==> src/sphere_index_generator_assert.svh <==
// Assertion macros shared by the sphere index generator modules.
// Each macro expects aclk and aresetn in scope.
`ifndef SPHERE_INDEX_GENERATOR_ASSERT_SVH
`define SPHERE_INDEX_GENERATOR_ASSERT_SVH

// Same-cycle implication.
`define SIG_ASSERT_IMP(label, ante, cons, msg) \
    label: assert property (@(posedge aclk) disable iff (!aresetn) (ante) |-> (cons)) \
        else $error(msg);

// Next-cycle implication.
`define SIG_ASSERT_NXT(label, ante, cons, msg) \
    label: assert property (@(posedge aclk) disable iff (!aresetn) (ante) |=> (cons)) \
        else $error(msg);

`endif

==> src/sig_pkg.sv <==
// Shared types and constants of the sphere index generator.
package sig_pkg;

    localparam logic [7:0] MAX_SUBDIVISIONS   = 8'd254;
    localparam logic [7:0] SUBDIVISIONS_RESET = 8'd16;

    localparam logic REG_SUBDIVISIONS = 1'b0;
    localparam logic REG_STRIP_MODE   = 1'b1;

    // list-mode phases: first triangle 0..2, second triangle 3..5
    localparam logic [2:0] PHASE_FIRST  = 3'd0;
    localparam logic [2:0] PHASE_SECOND = 3'd3;
    localparam logic [2:0] PHASE_LAST   = 3'd5;

    typedef struct packed {
        logic [15:0] vertex_index;
        logic        last_index;
    } result_t;

endpackage

==> src/sig_core.sv <==
// Mesh walk state, configuration registers and index computation.
`include "sphere_index_generator_assert.svh"

module sig_core import sig_pkg::*; #(
    parameter logic [7:0] SUBDIV_LIMIT = MAX_SUBDIVISIONS
) (
    input  logic       aclk,
    input  logic       aresetn,
    input  logic       cfg_we,
    input  logic       cfg_index,
    input  logic [7:0] cfg_wdata,
    input  logic       in_fire,
    input  logic       in_restart,
    output logic       res_valid,
    output result_t    res
);

    logic [7:0]  subdiv_reg;
    logic        strip_reg;
    logic [7:0]  run_p_reg;
    logic        run_strip_reg;
    logic [7:0]  row_count_reg;
    logic [7:0]  column_count_reg;
    logic [2:0]  emit_phase_reg;
    logic [15:0] row_base_reg;
    logic        sequence_active_reg;

    logic [7:0]  p_e, row_e, col_e, row_a, col_a, x_odd;
    logic        strip_e, act_e, act_n;
    logic [2:0]  ph_e, ph_a;
    logic [15:0] base_e, base_a, w_e, x_list, idx;
    logic [8:0]  col_inc, col_inc2;

    always_ff @(posedge aclk) begin
        if (!aresetn) begin
            subdiv_reg <= SUBDIVISIONS_RESET;
            strip_reg  <= 1'b0;
        end else if (cfg_we) begin
            unique case (cfg_index)
                REG_SUBDIVISIONS: begin
                    subdiv_reg <= (cfg_wdata > SUBDIV_LIMIT) ? SUBDIV_LIMIT : cfg_wdata;
                end
                REG_STRIP_MODE: begin
                    strip_reg <= cfg_wdata[0];
                end
                default: begin
                    strip_reg <= strip_reg;
                end
            endcase
        end
    end

    always_comb begin
        p_e     = run_p_reg;
        strip_e = run_strip_reg;
        row_e   = row_count_reg;
        col_e   = column_count_reg;
        ph_e    = emit_phase_reg;
        base_e  = row_base_reg;
        act_e   = sequence_active_reg;
        if (in_restart) begin
            p_e     = subdiv_reg;
            strip_e = strip_reg;
            row_e   = 8'd0;
            col_e   = 8'd0;
            base_e  = 16'd0;
            // list mode skips the first triangle of every top-row quad
            ph_e    = strip_reg ? PHASE_FIRST : PHASE_SECOND;
            act_e   = strip_reg ? (subdiv_reg != 8'd0) : (subdiv_reg > 8'd1);
        end

        w_e    = {8'd0, p_e} + 16'd1;
        x_odd  = p_e - col_e;
        x_list = base_e + {8'd0, col_e};

        if (strip_e) begin
            if (!row_e[0]) begin
                idx = (ph_e == PHASE_FIRST) ? base_e + w_e + {8'd0, col_e}
                                            : base_e + {8'd0, col_e};
            end else begin
                idx = (ph_e == PHASE_FIRST) ? base_e + {8'd0, x_odd}
                                            : base_e + w_e + {8'd0, x_odd};
            end
        end else begin
            case (ph_e) inside
                3'd0:       idx = x_list;
                3'd1:       idx = x_list + w_e;
                3'd2, 3'd3: idx = x_list + 16'd1;
                3'd4:       idx = x_list + w_e;
                default:    idx = x_list + w_e + 16'd1;
            endcase
        end

        row_a   = row_e;
        col_a   = col_e;
        base_a  = base_e;
        ph_a    = ph_e;
        col_inc = {1'b0, col_e} + 9'd1;
        if (strip_e) begin
            ph_a = {2'b00, ~ph_e[0]};
            if (ph_e[0]) begin
                col_a = col_inc[7:0];
                if (col_inc > {1'b0, p_e}) begin
                    col_a  = 8'd0;
                    row_a  = row_e + 8'd1;
                    base_a = base_e + w_e;
                end
            end
        end else begin
            if (ph_e >= PHASE_LAST) begin
                ph_a  = PHASE_FIRST;
                col_a = col_inc[7:0];
                if (col_inc >= {1'b0, p_e}) begin
                    col_a  = 8'd0;
                    row_a  = row_e + 8'd1;
                    base_a = base_e + w_e;
                end
            end else begin
                ph_a = ph_e + 3'd1;
            end
        end

        col_inc2 = {1'b0, col_a} + 9'd1;
        if (!strip_e && row_a < p_e) begin
            if (row_a == 8'd0 && ph_a < PHASE_SECOND) begin
                ph_a = PHASE_SECOND;
            end else if (({1'b0, row_a} + 9'd1) == {1'b0, p_e} && ph_a >= PHASE_SECOND) begin
                // bottom row: second triangle of the quad is skipped
                ph_a  = PHASE_FIRST;
                col_a = col_inc2[7:0];
                if (col_inc2 >= {1'b0, p_e}) begin
                    col_a  = 8'd0;
                    row_a  = row_a + 8'd1;
                    base_a = base_a + w_e;
                end
            end
        end
        act_n = (row_a < p_e);
    end

    always_ff @(posedge aclk) begin
        if (!aresetn) begin
            run_p_reg           <= 8'd0;
            run_strip_reg       <= 1'b0;
            row_count_reg       <= 8'd0;
            column_count_reg    <= 8'd0;
            emit_phase_reg      <= PHASE_FIRST;
            row_base_reg        <= 16'd0;
            sequence_active_reg <= 1'b0;
        end else if (in_fire) begin
            run_p_reg     <= p_e;
            run_strip_reg <= strip_e;
            if (act_e) begin
                row_count_reg       <= row_a;
                column_count_reg    <= col_a;
                emit_phase_reg      <= ph_a;
                row_base_reg        <= base_a;
                sequence_active_reg <= act_n;
            end else begin
                row_count_reg       <= row_e;
                column_count_reg    <= col_e;
                emit_phase_reg      <= ph_e;
                row_base_reg        <= base_e;
                sequence_active_reg <= 1'b0;
            end
        end
    end

    assign res_valid        = in_fire & act_e;
    assign res.vertex_index = idx;
    assign res.last_index   = ~act_n;

    `SIG_ASSERT_IMP(a_active_in_range, sequence_active_reg, row_count_reg < run_p_reg,
        "active mesh with row past the grid")
    `SIG_ASSERT_IMP(a_top_row_skip,
        sequence_active_reg && !run_strip_reg && row_count_reg == 8'd0,
        emit_phase_reg >= PHASE_SECOND, "list mode top row on a skipped triangle")
    `SIG_ASSERT_NXT(a_last_goes_idle, res_valid && res.last_index, !sequence_active_reg,
        "mesh still active after its last index")

endmodule

==> src/sig_out_stage.sv <==
// Result register with skid stage for the master-side stream.
`include "sphere_index_generator_assert.svh"

module sig_out_stage import sig_pkg::*; (
    input  logic        aclk,
    input  logic        aresetn,
    input  logic        push,
    input  result_t     push_data,
    output logic        in_ready,
    output logic        m_tvalid,
    input  logic        m_tready,
    output logic [15:0] m_tdata,
    output logic        m_tlast
);

    result_t main_reg;
    result_t skid_reg;
    logic    main_valid_reg;
    logic    skid_valid_reg;
    logic    pop;

    assign pop = main_valid_reg & m_tready;

    always_ff @(posedge aclk) begin
        if (!aresetn) begin
            main_valid_reg <= 1'b0;
            skid_valid_reg <= 1'b0;
        end else if (skid_valid_reg) begin
            if (pop) begin
                main_valid_reg <= 1'b1;
                skid_valid_reg <= 1'b0;
            end
        end else if (push) begin
            if (!main_valid_reg || pop) begin
                main_valid_reg <= 1'b1;
            end else begin
                skid_valid_reg <= 1'b1;
            end
        end else if (pop) begin
            main_valid_reg <= 1'b0;
        end
    end

    always_ff @(posedge aclk) begin
        if (skid_valid_reg) begin
            if (pop) begin
                main_reg <= skid_reg;
            end
        end else if (push) begin
            if (!main_valid_reg || pop) begin
                main_reg <= push_data;
            end else begin
                skid_reg <= push_data;
            end
        end
    end

    assign in_ready = ~skid_valid_reg;
    assign m_tvalid = main_valid_reg;
    assign m_tdata  = main_reg.vertex_index;
    assign m_tlast  = main_reg.last_index;

    `SIG_ASSERT_IMP(a_skid_behind_main, skid_valid_reg, main_valid_reg,
        "skid entry held with empty output register")
    `SIG_ASSERT_IMP(a_no_push_when_full, skid_valid_reg, !push,
        "transaction pushed into a full output stage")
    `SIG_ASSERT_NXT(a_hold_while_stalled, m_tvalid && !m_tready,
        m_tvalid && $stable(m_tdata) && $stable(m_tlast),
        "stalled output transaction changed")

endmodule

==> src/sphere_index_generator.sv <==
// A result passes through the output stage's main register (or skid register) to m_*.
// Throughput: one transaction per cycle while s_tready is high (skid register empty).
// A two-entry output stage keeps s_tready high while one result waits downstream.
// Reset (aresetn low, synchronous): mesh goes idle, subdivisions = 16, strip_mode = 0,
// output stage empties. No index is produced until a restart transaction arrives.
// Top level of the sphere index generator.
module sphere_index_generator import sig_pkg::*; #(
    parameter logic [7:0] SUBDIV_LIMIT = MAX_SUBDIVISIONS
) (
    input  logic        aclk,
    input  logic        aresetn,
    input  logic        cfg_we,
    input  logic        cfg_index,
    input  logic [7:0]  cfg_wdata,
    input  logic        s_tvalid,
    output logic        s_tready,
    input  logic [7:0]  s_tdata,   // [0] restart, [7:1] zero
    output logic        m_tvalid,
    input  logic        m_tready,
    output logic [15:0] m_tdata,   // [15:0] vertex_index
    output logic        m_tlast    // last_index
);

    logic    in_fire;
    logic    res_valid;
    result_t res;

    assign in_fire = s_tvalid & s_tready;

    sig_core #(
        .SUBDIV_LIMIT (SUBDIV_LIMIT)
    ) u_core (
        .aclk       (aclk),
        .aresetn    (aresetn),
        .cfg_we     (cfg_we),
        .cfg_index  (cfg_index),
        .cfg_wdata  (cfg_wdata),
        .in_fire    (in_fire),
        .in_restart (s_tdata[0]),
        .res_valid  (res_valid),
        .res        (res)
    );

    sig_out_stage u_out (
        .aclk      (aclk),
        .aresetn   (aresetn),
        .push      (res_valid),
        .push_data (res),
        .in_ready  (s_tready),
        .m_tvalid  (m_tvalid),
        .m_tready  (m_tready),
        .m_tdata   (m_tdata),
        .m_tlast   (m_tlast)
    );

endmodule
==> config.mk <==
export PLATFORM = sky130hd
export DESIGN_NAME = sphere_index_generator
export DESIGN_NICKNAME = d
export VERILOG_FILES = /design/src/sig_pkg.sv /design/src/sig_core.sv /design/src/sig_out_stage.sv /design/src/sphere_index_generator.sv
export VERILOG_INCLUDE_DIRS = /design/src /design/src/src
export SDC_FILE = /design/constraint.sdc
export NUM_CORES = 1
export LEC_CHECK = 0
export BUFFER_PORTS_ARGS = -buffer_cell sky130_fd_sc_hd__buf_4
export CAP_MARGIN = 10
export CORE_MARGIN = 2
export CORE_UTILIZATION = 65
export CTS_CLUSTER_DIAMETER = 150
export CTS_CLUSTER_SIZE = 24
export DETAILED_ROUTE_END_ITERATION = 7
export MAX_ROUTING_LAYER = met4
export PLACE_DENSITY = 0.83
export SYNTH_ARGS = -nofsm -noshare
export SYNTH_HDL_FRONTEND = slang
export SYNTH_SLANG_ARGS = --single-unit
==> constraint.sdc <==
create_clock -name aclk -period 11.3 [get_ports aclk]
set_input_delay 1.13 -clock aclk [delete_from_list [all_inputs] [get_ports aclk]]
set_output_delay 1.13 -clock aclk [all_outputs]
set_load 0.05 [all_outputs]
==> results.cfg, run 1 <==
[routing]
drc = 0
ant_nets = 0
drtIter0Drc = 1139
drt_wl_total_mm = 36.7
drt_first_pass_iters = 5
vias = 11900
routedWlPerCell_um = 20.9
avgViaCountPerCell = 6.78

[floorplan]
pin_count = 41
dieArea_um2 = 18700
start_util_pct = 66.3
die-height_um = 137
core_area_um2 = 17300
die_w_um = 137
core.rowCount = 48

[hold_path]
hold_path_class = flop to flop
hold_depth = 2

[timing]
slew_viol_final = 0
clock.fmax_mhz = 110
tns_ns = 0
clock_skew_ns = 0.0248
period_needed_ns = 9.06
rsz0062_at_grt = no
finalHoldViolations = 0
setup_viol = 0
worst_slew_pin_slew_ns = 1.10
maxSlewHeadroom_pct = 26.5
final.period_utilization_pct = 80.1

[finish]
area_growth_pct = 6.23
seqCellArea_um2 = 2140
multiInputGateArea_um2 = 8730
fillers = 1447
largest_reg_flops = 17
drive_gt1_share_pct = 8.76
nets = 1651
fin_cells = 1754
final_common_cell = nand2_1
n_antenna_cell = 0
layout_common_cells = nand2_1 (195), nor2_1 (107), ha_1 (100)

[clocking]
clock_latency_ns = 0.37
htree_levels = 3
root_buffer = clkbuf_16
post_cts_buffers = 0
tritoncts = done
post_cts_resize_count = 0
ctsHoldBuffers = 0
cts_sinks = 90
cts_buffers = 9
clockBufferDepth = 2
clkTransAtPathRegs_ns = 0.07

[grt]
globalRoute.totalOverflow = 0
grt_pass1_vias = 11300
grt_first_pass_wirelength_mm = 58.0
grt_start_max_net_pins = 52
grt_antenna_before_repair = 0
grt.total_usage_pct = 40.7

[placement]
routabilityCongestion = 1.01
io_buffer_count = 33
dpl.hpwl_mm = 27.6
dp.cells = 1737

[critical_path]
path_delay_family = simple AND/OR/NAND/NOR gates
worst_setup_path_start_kind = input pin
cp.buffers_inverters = 4
reg2regPathDepth = 28
required_ns = 11.37
max_stage_delay_ns = 0.61
cp_max_fo = 18
critPathKind = input pin to flop
endpoint_kind = flop
cp.depth = 32
critPathArrivalTime_ns = 9.13
slowest_stage = nor3_1

[logic_synthesis]
synth_nets = 1655
synth.distinct_cells = 88
synth_cells = 1528
ys_seq_area_share_pct = 18.7
async_flop_share_pct = 0
synth_ff_type = dfxtp_1
synth_edf_count = 34
ys_ff_latch = 90
yosysWarnings = 0
syn_area_um2 = 11500
syn_avg_cell_area_um2 = 7.50

[run_status]
status = finished clean

[power_and_ir_drop]
ir_worst_vdd_mv = 0.0856
power.density_nw_per_um2 = 82.0
power_leakage_nw = 5.26

[run]
maxCapViolCount = 0
-- cell usage after synthesis (12+ instances only) --
library cell | number | area [um2]
a31oi_1 | 16 | 100
edfxtp_1 | 34 | 1020
a211oi_1 | 26 | 195
a21o_1 | 37 | 278
nand2_1 | 195 | 732
xnor2_1 | 93 | 815
and2_1 | 14 | 87.6
nand4_1 | 24 | 150
nor3_1 | 44 | 220
and3_1 | 22 | 138
o21a_1 | 20 | 150
clkbuf_1 | 58 | 218
nor2_1 | 107 | 402
o21ai_0 | 98 | 490
dfxtp_1 | 56 | 1120
o211ai_1 | 18 | 135
xor2_1 | 30 | 263
inv_1 | 66 | 248
nand3_1 | 44 | 220
nand2b_1 | 15 | 93.8
or3_1 | 12 | 75.1
o211a_1 | 14 | 140
nor4_1 | 17 | 106
mux2_2 | 17 | 191
a21oi_1 | 98 | 490
a21boi_0 | 12 | 90.1
nor2b_1 | 32 | 200
mux2i_1 | 22 | 220
ha_1 | 100 | 1250
-- per-layer routing --
metal	wire, um	global-route usage (%)	vias to the layer above	part of all wire (%)
met4	2140	23.3	0	5.8
met1	14400	47.7	5570	39
met5	0	-	-	0
li1	-	-	5590	-
met3	2920	6.00	134	8.0
met2	17200	66.6	596	47
-- worst paths after layout --
check | from | endpoint | slack, ns
max | s_tdata[0] | u_out.m_tlast$_DFFE_PP_ | 2.24
min | u_core.row_base_reg[5]$_SDFFE_PN0P_ | u_core.row_base_reg[5]$_SDFFE_PN0P_ | 0.45
max reg2reg | u_core.column_count_reg[0]$_SDFFE_PN0P_ | u_out.m_tlast$_DFFE_PP_ | 2.77
min reg2reg | u_core.row_base_reg[5]$_SDFFE_PN0P_ | u_core.row_base_reg[5]$_SDFFE_PN0P_ | 0.45
-- layout make-up --
class | instances | share of cell area [%]
clock buffer | 11 | 1.99
inverter | 71 | 2.19
sequential | 90 | 17.6
timing repair buffer | 62 | 3.88
clock inverter | 5 | 0.308
tap | 225 | 2.31
multi-input combinational | 1290 | 71.7
-- cells by family (layout without fill, tap and decap cells) --
logic type                 after synthesis  in the layout  synth area share [%]
AOI/OAI and AO/OA                      458            458                  27.2
buffers and inverters                  148            149                  5.15
xor gates and xnor gates               123            123                  9.40
DFF                                     90             90                  18.7
muxes                                   40             40                  3.69
adders and majority gates              106            106                  11.9
and+or+nand+nor                        563            563                  24.0
-- tightest hold or removal path, stage by stage, from the launching register on --
cell and delay [ns]:
dfxtp_1 0.31, nand2_1 0.05, o21ai_1 0.05
-- per-stage QoR --
step	worst slack (ns)	power [mW]	cell area [um2]	hold slack, ns	utilization, %
4_1_cts	2.48	0.991	12200	0.448	70.3
6_report	2.24	0.998	12200	0.451	70.4
3_5_place_dp	2.25	0.692	11900	0.438	68.7
3_3_place_gp	2.36	0.682	11900	0.426	68.7
5_1_grt	1.84	1.03	12200	0.480	70.4
2_1_floorplan	2.12	0.598	11500	0.417	-
-- power breakdown --
| group | total, mW | switching (mW) | internal, mW |
|---|---|---|---|
| Sequential | 0.364 | 0.00959 | 0.354 |
| Combinational | 0.331 | 0.216 | 0.115 |
| Clock | 0.303 | 0.146 | 0.157 |
(Power assumes the default switching activity.)
==> inputs of run 2 (changes only) <==
--- a/config.mk
+++ b/config.mk
@@ -9,12 +9,12 @@
 export BUFFER_PORTS_ARGS = -buffer_cell sky130_fd_sc_hd__buf_4
 export CAP_MARGIN = 10
 export CORE_MARGIN = 2
-export CORE_UTILIZATION = 65
+export CORE_UTILIZATION = 59
 export CTS_CLUSTER_DIAMETER = 150
 export CTS_CLUSTER_SIZE = 24
 export DETAILED_ROUTE_END_ITERATION = 7
 export MAX_ROUTING_LAYER = met4
-export PLACE_DENSITY = 0.83
+export PLACE_DENSITY = 0.79
 export SYNTH_ARGS = -nofsm -noshare
 export SYNTH_HDL_FRONTEND = slang
 export SYNTH_SLANG_ARGS = --single-unit
==> constraint.sdc (replaced) <==
create_clock -name aclk -period 8.1 [get_ports aclk]
set_input_delay 0.81 -clock aclk [delete_from_list [all_inputs] [get_ports aclk]]
set_output_delay 0.81 -clock aclk [all_outputs]
set_load 0.05 [all_outputs]
==> run 2 against run 1 <==
- power increased by 44%
- sequential share of layout area decreased by 0.34 points
- critical path depth decreased by 4
- sequential cell count unchanged
- cell count increased by 2.9%
- combinational power increased by 41%
- wire length increased by 1.3%
- via count decreased by 0.73%
- die area increased by 9.9%
- critical endpoint unchanged
==> results.cfg, run 2 (synthesized netlist as in run 1, its figures left out) <==
[finish]
fin_cells = 1805
n_antenna_cell = 0
largest_reg_flops = 17
drive_gt1_share_pct = 10.1
multiInputGateArea_um2 = 8770
layout_common_cells = nand2_1 (195), nor2_1 (107), ha_1 (100)
fillers = 1690
area_growth_pct = 8.35
nets = 1667
seqCellArea_um2 = 2140
final_common_cell = nand2_1

[power_and_ir_drop]
p_clk_share_pct = 32.1
power_leakage_nw = 5.37
ir_worst_vdd_mv = 0.117
internal_power_mw = 0.907
p_sw_mw = 0.530
seqPwrFrac_pct = 35.4
p_comb_share_pct = 32.6
p_sw_share_pct = 36.9
power.density_nw_per_um2 = 116
finalPower_mw = 1.44

[routing]
drc = 0
drt_wl_total_mm = 37.2
drtIter0Drc = 987
vias = 11800
routedWlPerCell_um = 20.6
ant_nets = 0
avgViaCountPerCell = 6.54
drt_first_pass_iters = 6

[clocking]
tritoncts = done
cts_sinks = 90
clkTransAtPathRegs_ns = 0.07
post_cts_buffers = 0
post_cts_resize_count = 0
root_buffer = clkbuf_16
htree_levels = 3
cts_buffers = 9
clock_latency_ns = 0.36
ctsHoldBuffers = 0
clockBufferDepth = 2

[timing]
setup_viol = 0
worst_slew_pin_slew_ns = 1.03
tns_ns = 0
final.period_utilization_pct = 94.2
finalHoldViolations = 0
maxSlewHeadroom_pct = 31.5
finalWorstSetupSlack_ns = 0.470
hold_ws_ns = 0.445
rsz0062_at_grt = no
clock_skew_ns = 0.0132
clock.fmax_mhz = 131
slew_viol_final = 0
period_needed_ns = 7.63

[critical_path]
max_stage_delay_ns = 0.50
worst_setup_path_start_kind = input pin
cp.buffers_inverters = 4
critPathArrivalTime_ns = 7.71
required_ns = 8.18
critPathKind = input pin to flop
cp_max_fo = 8
path_delay_family = compound AO/OA/AOI/OAI gates
endpoint_kind = flop
slowest_stage = or4_4
cp_common_cell = ha_1

[floorplan]
dieArea_um2 = 20600
die_w_um = 143
start_util_pct = 60.7
core_area_um2 = 18900
pin_count = 41
core.rowCount = 50
die-height_um = 143

[placement]
routabilityCongestion = 1.02
dpl_worst_slack_ns = 0.324
io_buffer_count = 33
dpl.hpwl_mm = 28.8
dp.cells = 1789

[run]
maxCapViolCount = 0

[hold_path]
hold_path_class = flop to flop

[grt]
grt_start_max_net_pins = 52
globalRoute.totalOverflow = 0
grt_first_pass_wirelength_mm = 58.5
grt_antenna_before_repair = 0
grt.total_usage_pct = 37.4
grt_pass1_vias = 11100

[run_status]
status = finished clean
==> run 2: cell count changes in the layout (fill, tap and decap cells not counted), moves of 2 or more <==
cell / change
buf_4: +16
inv_8: +3
inv_4: -2
nor3_1: -2
==> run 2: worst reg2reg max path, stage by stage, from the launching register on <==
cell and delay, ns:
dfxtp_1 0.47, nor2b_2 0.33, ha_1 0.35, and4_1 0.25
a21oi_1 0.09, or2_2 0.31, ha_1 0.29, a21oi_1 0.19
o32ai_2 0.13, a211o_1 0.38, o22ai_1 0.42, buf_4 0.23
o211a_1 0.21, inv_1 0.12, ha_1 0.30, o21a_1 0.10
o21ai_0 0.15, nand2b_1 0.09, a21oi_1 0.20, o2111ai_1 0.23
or4_4 0.50, nor4_4 0.14, buf_4 0.21, mux2_2 0.36
ha_1 0.20, or4_1 0.50, o31ai_2 0.37, a31oi_1 0.16
==> run 2: area by class of cell <==
cell class	instances	share of cell area [%]
Clock buffer	9	1.81
Clock inverter	7	0.725
Inverter	71	2.15
Multi-Input combinational cell	1290	70.6
Sequential cell	90	17.2
Tap cell	260	2.62
Timing Repair Buffer	78	4.82
==> run 2: path summary, 6_finish.rpt <==
path,slack (ns),startpoint,to,depth (start not counted)
setup / recovery,0.47,s_tdata[0],u_out.m_tlast$_DFFE_PP_,28
hold / removal,0.44,u_core.row_base_reg[6]$_SDFFE_PN0P_,u_core.row_base_reg[6]$_SDFFE_PN0P_,2
setup reg to reg,0.56,u_core.column_count_reg[0]$_SDFFE_PN0P_,u_out.m_tlast$_DFFE_PP_,27
hold reg to reg,0.44,u_core.row_base_reg[6]$_SDFFE_PN0P_,u_core.row_base_reg[6]$_SDFFE_PN0P_,2
==> run 2: per-stage QoR <==
stage,cell area [um2],utilization [%]
floorplan,11500,-
global route,12400,65.7
detailed placement,12100,64.1
CTS,12400,65.7
global placement,12100,64.1
finish,12400,65.7
==> run 2: power groups by stage <==
stage | combinational [mW] | sequential [mW] | clock [mW]
CTS | 0.459 | 0.507 | 0.465
global placement | 0.448 | 0.517 | 0
finish | 0.468 | 0.508 | 0.461
detailed placement | 0.456 | 0.518 | 0
floorplan | 0.296 | 0.542 | 0
global route | 0.507 | 0.509 | 0.480
==> run 2: per-layer routing <==
metal	vias up	part of all wire, %	track usage [%]
li1	5628	-	-
met4	0	5.2	18.9
met1	5569	42	47.1
met2	492	46	59.9
met3	114	6.7	4.10
met5	-	0	-
